<file path="src/hw/rtl/apm_pkg.sv">
// Shared types, constants and arithmetic functions of the audio peak meter.
package apm_pkg;

   localparam int unsigned SampleWidth = 16;
   localparam int unsigned LevelWidth  = 17;
   localparam int unsigned CsrIndexWidth = 2;

   localparam logic [SampleWidth-1:0] FullScaleU8  = 16'd255;
   localparam logic [SampleWidth-1:0] FullScaleS8  = 16'd127;
   localparam logic [SampleWidth-1:0] FullScaleU16 = 16'd65535;
   localparam logic [SampleWidth-1:0] FullScaleS16 = 16'd32767;
   localparam logic [LevelWidth-1:0]  ThresholdReset = 17'd3277;

   localparam logic [CsrIndexWidth-1:0] CsrWideSamples    = 2'd0;
   localparam logic [CsrIndexWidth-1:0] CsrSignedSamples  = 2'd1;
   localparam logic [CsrIndexWidth-1:0] CsrBigEndian      = 2'd2;
   localparam logic [CsrIndexWidth-1:0] CsrNoiseThreshold = 2'd3;

   typedef struct packed {
      logic                  wide;
      logic                  is_signed;
      logic                  big_endian;
      logic [LevelWidth-1:0] threshold;
   } apm_cfg_type;

   typedef struct packed {
      logic                   valid;
      logic                   last;
      logic [SampleWidth-1:0] magnitude;
   } apm_sample_type;

   function automatic logic [SampleWidth-1:0] apm_magnitude(
      input logic [SampleWidth-1:0] bytes,
      input apm_cfg_type            cfg
   );
      logic [7:0]             b0;
      logic [7:0]             b1;
      logic [SampleWidth-1:0] raw;
      logic [SampleWidth-1:0] result;
      b0 = bytes[7:0];
      b1 = bytes[15:8];
      raw = cfg.big_endian ? {b0, b1} : {b1, b0};
      if (!cfg.wide) begin
         if (cfg.is_signed && b0[7]) begin
            result = {8'd0, 8'(8'd0 - b0)};
         end else begin
            result = {8'd0, b0};
         end
      end else if (cfg.is_signed && raw[15]) begin
         result = SampleWidth'(16'd0 - raw);
      end else begin
         result = raw;
      end
      return result;
   endfunction

   function automatic logic [SampleWidth-1:0] apm_full_scale(input apm_cfg_type cfg);
      logic [SampleWidth-1:0] fs;
      if (cfg.wide) begin
         fs = cfg.is_signed ? FullScaleS16 : FullScaleU16;
      end else begin
         fs = cfg.is_signed ? FullScaleS8 : FullScaleU8;
      end
      return fs;
   endfunction

   // The peak is already clamped to full scale, so each quotient is a scaled
   // copy of the peak plus a small correction found by comparison.
   function automatic logic [LevelWidth-1:0] apm_level(
      input logic [SampleWidth-1:0] pk,
      input apm_cfg_type            cfg
   );
      logic [7:0]            p8;
      logic [6:0]            p7;
      logic [LevelWidth-1:0] lvl;
      p8 = pk[7:0];
      p7 = pk[6:0];
      if (cfg.wide && !cfg.is_signed) begin
         lvl = {1'b0, pk} + LevelWidth'(pk == FullScaleU16);
      end else if (cfg.wide) begin
         lvl = {pk, 1'b0} + LevelWidth'(pk[14]) + LevelWidth'(pk == FullScaleS16);
      end else if (!cfg.is_signed) begin
         lvl = {1'b0, p8, p8} + LevelWidth'(p8 == 8'd255);
      end else begin
         lvl = LevelWidth'({p7, 9'd0}) + LevelWidth'({p7, 2'd0})
             + LevelWidth'(p7 >= 7'd32) + LevelWidth'(p7 >= 7'd64)
             + LevelWidth'(p7 >= 7'd96) + LevelWidth'(p7 == 7'd127);
      end
      return lvl;
   endfunction

endpackage

</file>
<file path="src/hw/rtl/apm_sample_stage.sv">
// Input register of the peak meter and the decode of each sample to its magnitude.
module apm_sample_stage (
   input  logic                            clock,
   input  logic                            reset,
   input  logic                            req_valid,
   output logic                            req_ready,
   input  logic [apm_pkg::SampleWidth-1:0] req_sample_bytes,
   input  logic                            req_last_in_block,
   input  apm_pkg::apm_cfg_type            cfg,
   input  logic                            advance,
   output apm_pkg::apm_sample_type         sample
);
   import apm_pkg::*;

   logic                   valid_ff;
   logic                   valid_in;
   logic                   last_ff;
   logic [SampleWidth-1:0] bytes_ff;
   logic                   accept;

   assign req_ready = !valid_ff || advance;
   assign accept    = req_valid && req_ready;

   always_comb begin
      if (accept) begin
         valid_in = 1'b1;
      end else if (advance) begin
         valid_in = 1'b0;
      end else begin
         valid_in = valid_ff;
      end
   end

   always_ff @(posedge clock) begin
      if (reset) begin
         valid_ff <= 1'b0;
      end else begin
         valid_ff <= valid_in;
      end
   end

   always_ff @(posedge clock) begin
      if (accept) begin
         bytes_ff <= req_sample_bytes;
         last_ff  <= req_last_in_block;
      end
   end

   always_comb begin
      sample.valid     = valid_ff;
      sample.last      = last_ff;
      sample.magnitude = apm_magnitude(bytes_ff, cfg);
   end

endmodule

</file>
<file path="src/hw/rtl/apm_peak_stage.sv">
// Running peak, clamp to full scale, level and threshold flag, and the result register.
module apm_peak_stage (
   input  logic                            clock,
   input  logic                            reset,
   input  apm_pkg::apm_sample_type         sample,
   input  apm_pkg::apm_cfg_type            cfg,
   output logic                            advance,
   output logic                            rsp_valid,
   input  logic                            rsp_ready,
   output logic [apm_pkg::SampleWidth-1:0] rsp_peak,
   output logic [apm_pkg::LevelWidth-1:0]  rsp_level,
   output logic                            rsp_above_noise
);
   import apm_pkg::*;

   logic [SampleWidth-1:0] running_peak_ff;
   logic [SampleWidth-1:0] running_peak_in;
   logic                   rsp_valid_ff;
   logic                   rsp_valid_in;
   logic [SampleWidth-1:0] peak_ff;
   logic [LevelWidth-1:0]  level_ff;
   logic                   above_ff;
   logic [SampleWidth-1:0] peak_max;
   logic [SampleWidth-1:0] full_scale;
   logic [SampleWidth-1:0] peak_clamped;
   logic [LevelWidth-1:0]  level_calc;
   logic                   out_free;
   logic                   emit;

   assign out_free = !rsp_valid_ff || rsp_ready;
   assign advance  = sample.valid && (!sample.last || out_free);
   assign emit     = advance && sample.last;

   assign peak_max = (sample.magnitude > running_peak_ff) ? sample.magnitude : running_peak_ff;
   assign full_scale   = apm_full_scale(cfg);
   assign peak_clamped = (peak_max < full_scale) ? peak_max : full_scale;
   assign level_calc   = apm_level(peak_clamped, cfg);

   always_comb begin
      running_peak_in = running_peak_ff;
      if (advance) begin
         running_peak_in = sample.last ? '0 : peak_max;
      end
   end

   always_comb begin
      if (emit) begin
         rsp_valid_in = 1'b1;
      end else if (rsp_ready) begin
         rsp_valid_in = 1'b0;
      end else begin
         rsp_valid_in = rsp_valid_ff;
      end
   end

   always_ff @(posedge clock) begin
      if (reset) begin
         running_peak_ff <= '0;
         rsp_valid_ff    <= 1'b0;
      end else begin
         running_peak_ff <= running_peak_in;
         rsp_valid_ff    <= rsp_valid_in;
      end
   end

   always_ff @(posedge clock) begin
      if (emit) begin
         peak_ff  <= peak_clamped;
         level_ff <= level_calc;
         above_ff <= level_calc > cfg.threshold;
      end
   end

   assign rsp_valid       = rsp_valid_ff;
   assign rsp_peak        = peak_ff;
   assign rsp_level       = level_ff;
   assign rsp_above_noise = above_ff;

   a_reset_clears_result: assert property (@(posedge clock) reset |=> !rsp_valid)
      else $error("result valid after reset");

   a_peak_in_scale: assert property (@(posedge clock) disable iff (reset)
      rsp_valid |-> rsp_peak <= apm_full_scale(cfg))
      else $error("peak above full scale");

   a_level_in_range: assert property (@(posedge clock) disable iff (reset)
      rsp_valid |-> rsp_level <= 17'h10000)
      else $error("level above unity");

   a_flag_matches_level: assert property (@(posedge clock) disable iff (reset)
      rsp_valid |-> (rsp_above_noise == (rsp_level > cfg.threshold)))
      else $error("noise flag disagrees with level");

   a_peak_cleared_after_last: assert property (@(posedge clock) disable iff (reset)
      emit |=> running_peak_ff == '0)
      else $error("running peak not cleared after last word");

endmodule

</file>
<file path="src/hw/rtl/audio_block_peak_meter_core.sv">
// Top level of the audio block peak meter: configuration registers and the two stages.
//
// Each req word carries one raw sample (first byte in bits 7:0) and a flag that marks the
// last sample of an analysis block. Samples of every channel are handled alike. The csr
// port writes the format (sample width, signedness, byte order) and the noise threshold;
// the user must write it only while no word is in flight; the block does not enforce this.
// A word passes an input register, where it is decoded to a magnitude, and then updates
// the running peak. A last word also produces one rsp word: the peak clamped to full
// scale, the level as a Q1.16 fraction of full scale and the above-noise flag.
// The rsp word is registered: the last word passes the input register, then the result
// register. Throughput is one req word per cycle unless a last word waits on a pending
// result; the peak update and the result register set that figure.
// Reset returns the registers to 16-bit signed little-endian with a threshold of 3277,
// clears the running peak and drops any pending result.
// When the receiver holds rsp_ready low, non-last words still flow and update the peak;
// a further last word waits in the input register and req_ready falls behind it.
module audio_block_peak_meter_core (
   input  logic                               clock,
   input  logic                               reset,
   input  logic                               req_valid,
   output logic                               req_ready,
   input  logic [apm_pkg::SampleWidth-1:0]    req_sample_bytes,
   input  logic                               req_last_in_block,
   output logic                               rsp_valid,
   input  logic                               rsp_ready,
   output logic [apm_pkg::SampleWidth-1:0]    rsp_peak,
   output logic [apm_pkg::LevelWidth-1:0]     rsp_level,
   output logic                               rsp_above_noise,
   input  logic                               csr_write_enable,
   input  logic [apm_pkg::CsrIndexWidth-1:0]  csr_index,
   input  logic [apm_pkg::LevelWidth-1:0]     csr_wdata
);
   import apm_pkg::*;

   apm_cfg_type    cfg_ff;
   apm_cfg_type    cfg_in;
   apm_sample_type sample;
   logic           advance;

   always_comb begin
      cfg_in = cfg_ff;
      if (csr_write_enable) begin
         unique case (csr_index)
            CsrWideSamples:    cfg_in.wide       = csr_wdata[0];
            CsrSignedSamples:  cfg_in.is_signed  = csr_wdata[0];
            CsrBigEndian:      cfg_in.big_endian = csr_wdata[0];
            CsrNoiseThreshold: cfg_in.threshold  = csr_wdata;
            default:           cfg_in = cfg_ff;
         endcase
      end
   end

   always_ff @(posedge clock) begin
      if (reset) begin
         cfg_ff.wide       <= 1'b1;
         cfg_ff.is_signed  <= 1'b1;
         cfg_ff.big_endian <= 1'b0;
         cfg_ff.threshold  <= ThresholdReset;
      end else begin
         cfg_ff <= cfg_in;
      end
   end

   apm_sample_stage u_sample_stage (
      .clock             (clock),
      .reset             (reset),
      .req_valid         (req_valid),
      .req_ready         (req_ready),
      .req_sample_bytes  (req_sample_bytes),
      .req_last_in_block (req_last_in_block),
      .cfg               (cfg_ff),
      .advance           (advance),
      .sample            (sample)
   );

   apm_peak_stage u_peak_stage (
      .clock           (clock),
      .reset           (reset),
      .sample          (sample),
      .cfg             (cfg_ff),
      .advance         (advance),
      .rsp_valid       (rsp_valid),
      .rsp_ready       (rsp_ready),
      .rsp_peak        (rsp_peak),
      .rsp_level       (rsp_level),
      .rsp_above_noise (rsp_above_noise)
   );

endmodule
</file>
<file path="config.mk">
export PLATFORM = sky130hd
export DESIGN_NAME = audio_block_peak_meter_core
export DESIGN_NICKNAME = d
export VERILOG_FILES = /design/src/hw/rtl/apm_pkg.sv /design/src/hw/rtl/apm_sample_stage.sv /design/src/hw/rtl/apm_peak_stage.sv /design/src/hw/rtl/audio_block_peak_meter_core.sv
export SDC_FILE = /design/constraint.sdc
export NUM_CORES = 1
export LEC_CHECK = 0
export CORE_UTILIZATION = 60
export CTS_CLUSTER_DIAMETER = 200
export DETAILED_ROUTE_END_ITERATION = 8
export DONT_BUFFER_PORTS = 1
export HOLD_SLACK_MARGIN = 0.05
export PLACE_DENSITY = 0.83
export SLEW_MARGIN = 40
export SYNTH_ARGS = -nofsm -noshare
export SYNTH_HDL_FRONTEND = slang
export SYNTH_HIERARCHICAL = 1
export SYNTH_SLANG_ARGS = --single-unit
</file>
<file path="constraint.sdc">
create_clock -name clock -period 19.1 [get_ports clock]
set_input_delay 0.955 -clock clock [delete_from_list [all_inputs] [get_ports clock]]
set_output_delay 0.955 -clock clock [all_outputs]
set_load 0.02 [all_outputs]
</file>
; After elaboration in Yosys (flattened, before gate mapping)
; Index checks and enable logic that the tools add are counted.
[totals]
reg_bits = 89
input_bits = 41
[classes]
magnitude_cmp = 6
n_eq_ne = 7
n_addsub = 11
mux = 17
n_reduce_logical = 20
[op_table]
columns = op, n
row1 = two-way mux 16 bit, 8
row2 = adder 17 x 1 -> 17 bit, 6
row3 = two-way mux 17 bit, 3
row4 = adder 16 x 1 -> 17 bit, 2
row5 = adder 16 x 9 -> 17 bit, 1
row6 = > comparator 17 bit, 1
row7 = "== test 16 x 15 -> 1 bit, second input constant", 1
row8 = "== test 16 bit, second input constant", 1
row9 = > comparator 16 bit, 1
row10 = < comparator 16 bit, 1
row11 = two-way mux 8 bit, 2
row12 = "subtractor 1 x 16 -> 16 bit, first input constant", 1
row13 = "greater-or-equal comparator 7 bit, second input constant", 2
row14 = "== test 8 bit, second input constant", 1
row15 = AND reduction 2 bit, 4
row16 = "subtractor 1 x 8 -> 8 bit, first input constant", 1
row17 = "== test 7 bit, second input constant", 1
row18 = "greater-or-equal comparator 7 x 6 -> 1 bit, second input constant", 1
row19 = logical AND 1 bit, 6
row20 = "== test 2 bit, second input constant", 2
row21 = logical NOT 1 bit, 4
row22 = two-way mux 1 bit, 4
row23 = nonzero test 2 bit, 2
row24 = logical OR 1 bit, 3
row25 = 2 further kinds, 2

; Logic depth before layout (Yosys ltp)
; Gate-level depths: netlist (run 1).
[depth]
word_depth = 17
mapped_depth = 48
depth_no_buf = 40

; Hierarchy
; The synthesis (run 1) kept the hierarchy.
[by_module_without_submodules]
columns = module, area_per_inst_um2, instances, cells_each
row1 = apm_peak_stage, 5074.9, 1, 609
row2 = apm_sample_stage, 1610.3, 1, 183
row3 = audio_block_peak_meter_core, 877.1, 1, 88

; Worst setup path after synthesis (run 1)
; Ideal clock, no wire load.
[synth_path]
kind = reg-to-reg
start = register cfg_ff[17] in the netlist's numbering
end = register u_peak_stage.above_ff, in the netlist u_peak_stage/rsp_above_noise (data pin)
path_stages_with_launch = 45
required_ps = 18834
slack_ps = 10058
t_arrival_ps = 8776
n_path_buf = 7
cell_sequence = dfxtp_1 > buf_4 > buf_6 > buf_2 > buf_4 > mux2i_1 > ha_1 > o221ai_1 > o31ai_1 > a21oi_1 > a31o_2 > ha_1 > nand4_4 > a2111o_1 > nand3_2 > buf_2 > buf_4 > nand3_1 > [9 not listed] > o211ai_2 > nor2_1 > fa_1 > inv_1 > ha_1 > nor2b_1 > o21a_1 > nor2_1 > mux4_2 > ha_1 > nor2b_1 > o21ai_0 > a21oi_1 > a211oi_1 > nor2_1 > a211oi_1 > o21ai_0 > a21boi_0
[synth_rtl]
columns = item, line
row1 = "start, declared", audio_block_peak_meter_core.sv:35  ; apm_cfg_type cfg_ff;
row2 = "start signal, assigned", audio_block_peak_meter_core.sv:60  ; cfg_ff <= cfg_in;
row3 = "end signal, assigned", apm_peak_stage.sv:70  ; above_ff <= level_calc > cfg.threshold;
row4 = "end, declared", apm_peak_stage.sv:22  ; logic above_ff;

==> metrics.txt, run 1 <==
Net Sw Power 0.000273 W; DP HPWL 15700 um; MaxCap Viol Count 0; Final nets 944; Clock Pin Slew Worst Setup and Hold Paths 0.07 ns; TNS Setup 0 ns; Core Footprint 12200 um2; vias in the first global route 6412; Vias 7059; CP Class flop to flop; I/O pins 77; share of power burned in registers 0.345; most common cell after layout, fill and taps aside nor2_1; Worst setup SP type flop; Comb pwr share 0.381; fin util 0.648; cells on worst reg2reg path 38; Total GRT Usage 0.338; Chip Height 114 um; CTS tree yes; Worst-Skew Late Latency 0.36 ns; EDFF count, synth 51; die area 13100 um2; vias per inst 6.90; area post-placement 7560 um2; Max clock buf depth 2; r2r setup slk 8.24 ns; minimum clock period 10.86 ns; Worst path max stage delay 0.66 ns; CTS Hold Bufs 0; clock skew 0.00676 ns; worst hold path depth 2; RSZ-0062 raised after global routing no; Post-synth ARST share 0; largest net degree at the start of global routing 57; Syn Std Cell Area 7560 um2; CTS buffer count 9; Mapped Nets 974; clock tree root driver cell clkbuf_16; synthesis-stage register bit count 89; hold-critical path endpoint cfg_ff[1]; Hold Startpoint cfg_ff[1]; Mean Syn Cell Area 8.59 um2; clock power share 0.274; 1st-iter DRT viols 922; setup violators final 0; Placer Congestion 0.985; htree depth 3; sequential-to-total area share from yosys stat 0.303; power density cells 87.8 nW/um2; GR Overflow Total 0; DRC viols 0; CTS sink cnt 89; outcome completed; worst hold path class flop to flop; post-CTS sizing 0; Unique masters post-synth 92; Total Wirelength 21500 um; initial antenna violation count 0; Max Clk Rate 92.1 MHz; CP max-delay cell nor2_2; Worst Path Arrival 10.95 ns; final hold violation count 0; Net Sw Frac 0.394; Power Internal 0.000419 W; WL per Instance 21.1 um; Worst-Margin Slew 0.882 ns; fin area 7880 um2; crit end category flop; Mapped Cells 880; DIE WIDTH 114 um; row count 40; Top FF cell, synth edfxtp_1; Reg2Reg Launch Point cfg_ff[17]; Synthesis Warnings 6; most frequent cells in the layout 91 x nor2_1, 64 x nand2_1, 62 x a21oi_1, 52 x ha_1, 51 x edfxtp_1; Layout Area Growth over Synthesis 4.24%; postcts setup bufs 0; # port buffers 0; worst r2r dst u_peak_stage/rsp_above_noise; first-pass GRT wire length 34100 um; CP max FO 40; period utilization 0.568; share of cells above drive strength 1 0.0901; antenna cells 0; Initial Util 0.622; first drt pass iteration count 7; Rel. slew slack 0.407; worst path required time 19.20 ns; Routed Antenna Nets 0; Max VDD drop 0.0782 mV; Pleak 2.91 nW; max-slew violation count 0
==> stage by stage <==
stage	std cells	power [W]	hold WS, ns	setup slack (ns)
final	1023	0.000692	0.474	8.24
after floorplan	880	0.000432	0.448	10.06
after CTS	1023	0.000682	0.480	8.52
after global routing	1023	0.000724	0.484	7.52
after detailed placement	1007	0.000490	0.470	8.74
after global placement	1007	0.000488	0.460	8.70
==> cells in the mapped netlist (8+ instances only) <==
library cell / number / area share
clkbuf_1: 22 / 0.011
nand3_1: 32 / 0.021
o21ai_0: 33 / 0.022
inv_1: 48 / 0.024
o211ai_1: 14 / 0.014
a31oi_1: 8 / 0.0066
nand4_1: 15 / 0.012
nor2_1: 91 / 0.045
a22oi_1: 22 / 0.022
mux2i_1: 40 / 0.053
ha_1: 52 / 0.086
a21oi_1: 62 / 0.041
nand2_1: 65 / 0.032
nor3_1: 24 / 0.016
buf_2: 13 / 0.0086
a21o_1: 11 / 0.011
nand2b_1: 24 / 0.020
a211oi_1: 13 / 0.013
edfxtp_1: 51 / 0.20
dfxtp_1: 38 / 0.10
xnor2_1: 26 / 0.030
xor2_1: 11 / 0.013
==> metal layers <==
metal / part of all wire / track usage
met1: 0.41 / 0.450
met2: 0.44 / 0.524
met3: 0.11 / 0.0926
met4: 0.036 / 0.125
met5: 0 / 0
==> cell type report <==
cell class | instances | area [um2]
timing repair buffer | 10 | 75.1
multi-input combinational | 689 | 4800
inverter | 51 | 191
sequential | 89 | 2290
fill | 976 | 4280
tap | 168 | 210
clock buffer | 9 | 225
clock inverter | 7 | 92.6
==> worst max-delay path, delay by kind of cell (launching register included) <==
family | cells | cell delay (ns)
AND/OR/NAND/NOR | 13 | 3.75
flip-flops | 1 | 0.33
buffers and inverters | 3 | 0.67
AO/OA/AOI/OAI | 16 | 3.63
multiplexers | 1 | 0.55
adder cells (fa/ha/maj) | 5 | 1.61
==> worst max path at each step <==
stage | depth (start not counted) | endpoint | start | slack (ns)
3_3_place_gp | 38 | u_peak_stage/rsp_above_noise | cfg_ff[17] | 8.70
2_1_floorplan | 44 | u_peak_stage/rsp_above_noise | cfg_ff[17] | 10.06
6_report | 38 | u_peak_stage/rsp_above_noise | cfg_ff[17] | 8.24
4_1_cts | 39 | u_peak_stage/rsp_above_noise | cfg_ff[17] | 8.52
5_1_grt | 39 | u_peak_stage/rsp_above_noise | cfg_ff[17] | 7.52
3_5_place_dp | 38 | u_peak_stage/rsp_above_noise | cfg_ff[17] | 8.74
==> logic make-up (layout without fill, tap and decap cells) <==
logic type / Yosys count / count (layout) / share of synthesized area
AND/OR/NAND/NOR: 316 / 316 / 0.217
AO/OA/AOI/OAI: 238 / 238 / 0.218
buffers and inverters: 102 / 77 / 0.0634
flip-flops: 89 / 89 / 0.303
adder cells (fa/ha/maj): 53 / 53 / 0.0887
multiplexers: 45 / 45 / 0.0668
XOR/XNOR: 37 / 37 / 0.0429
==> registers in the layout (all words and copies together) (netlist names) <==
| signal | count |
|---|---|
| cfg_ff | 20 |
| u_peak_stage/rsp_above_noise | 1 |
| u_peak_stage/rsp_level | 17 |
| u_peak_stage/rsp_peak | 16 |
| u_peak_stage/rsp_valid | 1 |
| u_peak_stage/running_peak_ff | 16 |
| u_sample_stage/bytes_ff | 16 |
| u_sample_stage/last_ff | 1 |
| u_sample_stage/valid_ff | 1 |
==> power by group through the flow <==
stage | combinational [W] | sequential (W) | clock, W
finish | 0.000264 | 0.000239 | 0.000190
global route | 0.000285 | 0.000240 | 0.000199
CTS | 0.000253 | 0.000238 | 0.000190
detailed placement | 0.000247 | 0.000243 | 0
global placement | 0.000246 | 0.000242 | 0
floorplan | 0.000194 | 0.000238 | 0
Note: power is estimated with default switching activity, not from simulation.
==> run 2: changes to the inputs <==
ABC_AREA = 1   (was default)
clock period = 10.57 ns   (was 19.1 ns; I/O delays follow)
==> metrics.txt, run 2 <==
outcome completed; Pleak 3.54 nW (+22%); initial antenna violation count 0 (unchanged); Overall Power 0.00168 W (+140%); Rel. slew slack 0.536 (+0.129); DIE WIDTH 113 um (-1.0%); Mapped Nets 1127 (+16%); first-pass GRT wire length 30100 um (-12%); Post-synth top cells 279 x nand2_1, 127 x inv_1, 84 x nor2_1, 72 x a21oi_1, 68 x nand3_1; TNS Setup 0 ns (unchanged); worst setup margin 1.60 ns (-6.64 ns); CP top delay family compound AO/OA/AOI/OAI gates; setup violators final 0 (unchanged); clock tree root driver cell clkbuf_16; area post-placement 7410 um2 (-2.1%); htree depth 3 (unchanged); CTS buffer count 9 (unchanged); CP max-delay cell a21boi_2; CP Class flop to flop; largest net degree at the start of global routing 35 (-39%); MaxCap Viol Count 0 (unchanged); I/O pins 77 (unchanged); minimum clock period 8.97 ns (-1.89 ns); Total GRT Usage 0.299 (-0.0385); register area 2290 um2 (unchanged); first drt pass iteration count 6 (-1); Synth area leader edfxtp_1; Worst-Margin Slew 0.695 ns (-0.188 ns); vias per inst 5.77 (-16%); Core Footprint 12000 um2 (-1.2%); # port buffers 0 (unchanged); share of the synthesized area in the top cell type 0.207 (+0.00417); final hold violation count 0 (unchanged); vias in the first global route 6145 (-4.2%); 1st-iter DRT viols 696 (-25%); CP bufs+invs 4 (+1); Worst-Skew Late Latency 0.35 ns (about the same); row count 40 (unchanged); worst path required time 10.67 ns (-8.53 ns); crit end category flop; Max VDD drop 0.133 mV (+70%); worst hold path class input pin to flop; clock skew 0.00532 ns (-0.00143 ns); WL per Instance 15.7 um (-25%); Synthesis Warnings 6 (unchanged); Clock Pin Slew Worst Setup and Hold Paths 0.06 ns (about the same); Top Registers cfg_ff: 20 flops, u_peak_stage/rsp_level: 17 flops; EDFF count, synth 51 (unchanged); GR Overflow Total 0 (unchanged); DP HPWL 14000 um (-10%); sequential-to-total area share from yosys stat 0.309 (+0.00624); Largest Register cfg_ff; Max clock buf depth 2 (unchanged); Layout Area Growth over Synthesis 3.77%; synthesis-stage register bit count 89 (unchanged); postcts setup bufs 0 (unchanged); most common cell after layout, fill and taps aside nand2_1; Top FF cell, synth edfxtp_1; top-count cell post-synth nand2_1; power density cells 218 nW/um2 (+150%); Post-synth ARST share 0 (unchanged); DP Worst Slack 1.80 ns (-6.94 ns); RSZ-0062 raised after global routing no; Total Wirelength 18400 um (-15%); DRC viols 0 (unchanged); fillcell total 1018 (+4.3%); Chip Height 113 um (-1.0%); Unique masters post-synth 56 (-39%); Max Clk Rate 111 MHz (+21%); share of cells above drive strength 1 0.115 (+0.0253); Mean Syn Cell Area 7.17 um2 (-17%); period utilization 0.849 (+0.280); max reg flops 20 (unchanged); Mapped Cells 1033 (+17%); CTS Hold Bufs 0 (unchanged); CP max FO 31 (-23%); CTS sink cnt 89 (unchanged); max-slew violation count 0 (unchanged); Worst path max stage delay 0.57 ns (-0.09 ns); post-CTS sizing 0 (unchanged); Vias 6756 (-4.3%); CTS tree yes; Worst Path Arrival 9.07 ns (-1.88 ns); worst hold slack 0.240 ns (-0.233 ns); Syn Std Cell Area 7410 um2 (-2.0%); fin area 7690 um2 (-2.5%); Final nets 1112 (+18%); die area 12800 um2 (-2.0%); Worst setup SP type flop; most frequent cells in the layout 279 x nand2_1, 127 x inv_1, 83 x nor2_1, 72 x a21oi_1, 68 x nand3_1; Routed Antenna Nets 0 (unchanged); Initial Util 0.617 (-0.00494); antenna cells 0 (unchanged); area taken by multi-input logic gates 4340 um2 (-9.4%); Placer Congestion 1.00 (+1.6%); top area cells in the synthesized netlist edfxtp_1 21%, nand2_1 14%, dfxtp_1 10%; most used cell, CP nand2_1
-- run 2: report_power, final --
part / switching (W) / internal, W
sequential: 0.0000366 / 0.000424
combinational: 0.000625 / 0.000284
clock: 0.000133 / 0.000173
total: 0.000795 / 0.000881
-- run 2: per-stage QoR --
step,std cells,utilization
final,1170,0.640
after floorplan,1033,-
after global routing,1170,0.640
after CTS,1170,0.640
after global placement,1154,0.616
after detailed placement,1154,0.617
-- run 2: path summary, 6_finish.rpt --
check	from	endpoint	slack (ns)	depth (start not counted)
hold reg to reg	u_peak_stage/running_peak_ff[6]	u_peak_stage/running_peak_ff[6]	0.46	2
setup reg to reg	cfg_ff[17]	u_peak_stage/rsp_above_noise	1.60	43
setup / recovery	cfg_ff[17]	u_peak_stage/rsp_above_noise	1.60	43
hold / removal	reset	u_sample_stage/valid_ff	0.24	1
-- run 2: kinds of logic after synthesis --
| logic type | count (synthesis) | synth area share |
|---|---|---|
| xor+xnor | 12 | 0.0142 |
| simple gates | 537 | 0.345 |
| flops | 89 | 0.309 |
| mux | 1 | 0.00135 |
| buf+inv | 172 | 0.105 |
| fa+ha+maj | 53 | 0.0905 |
| compound gates | 169 | 0.135 |
-- run 2: final cells by class --
class | count | share of cell area
Sequential cell | 89 | 0.298
Multi-Input combinational cell | 772 | 0.565
Timing Repair Buffer | 9 | 0.00879
Tap cell | 147 | 0.0239
Clock buffer | 13 | 0.0338
Clock inverter | 3 | 0.00293
Inverter | 137 | 0.0674
-- run 2: per-layer routing --
| metal | vias up | GRT usage | wire, um |
|---|---|---|---|
| li1 | 3367 | - | - |
| met1 | 3027 | 0.423 | 8410 |
| met2 | 320 | 0.438 | 7910 |
| met3 | 42 | 0.0702 | 1610 |
| met4 | 0 | 0.125 | 442 |
| met5 | - | 0 | 0 |
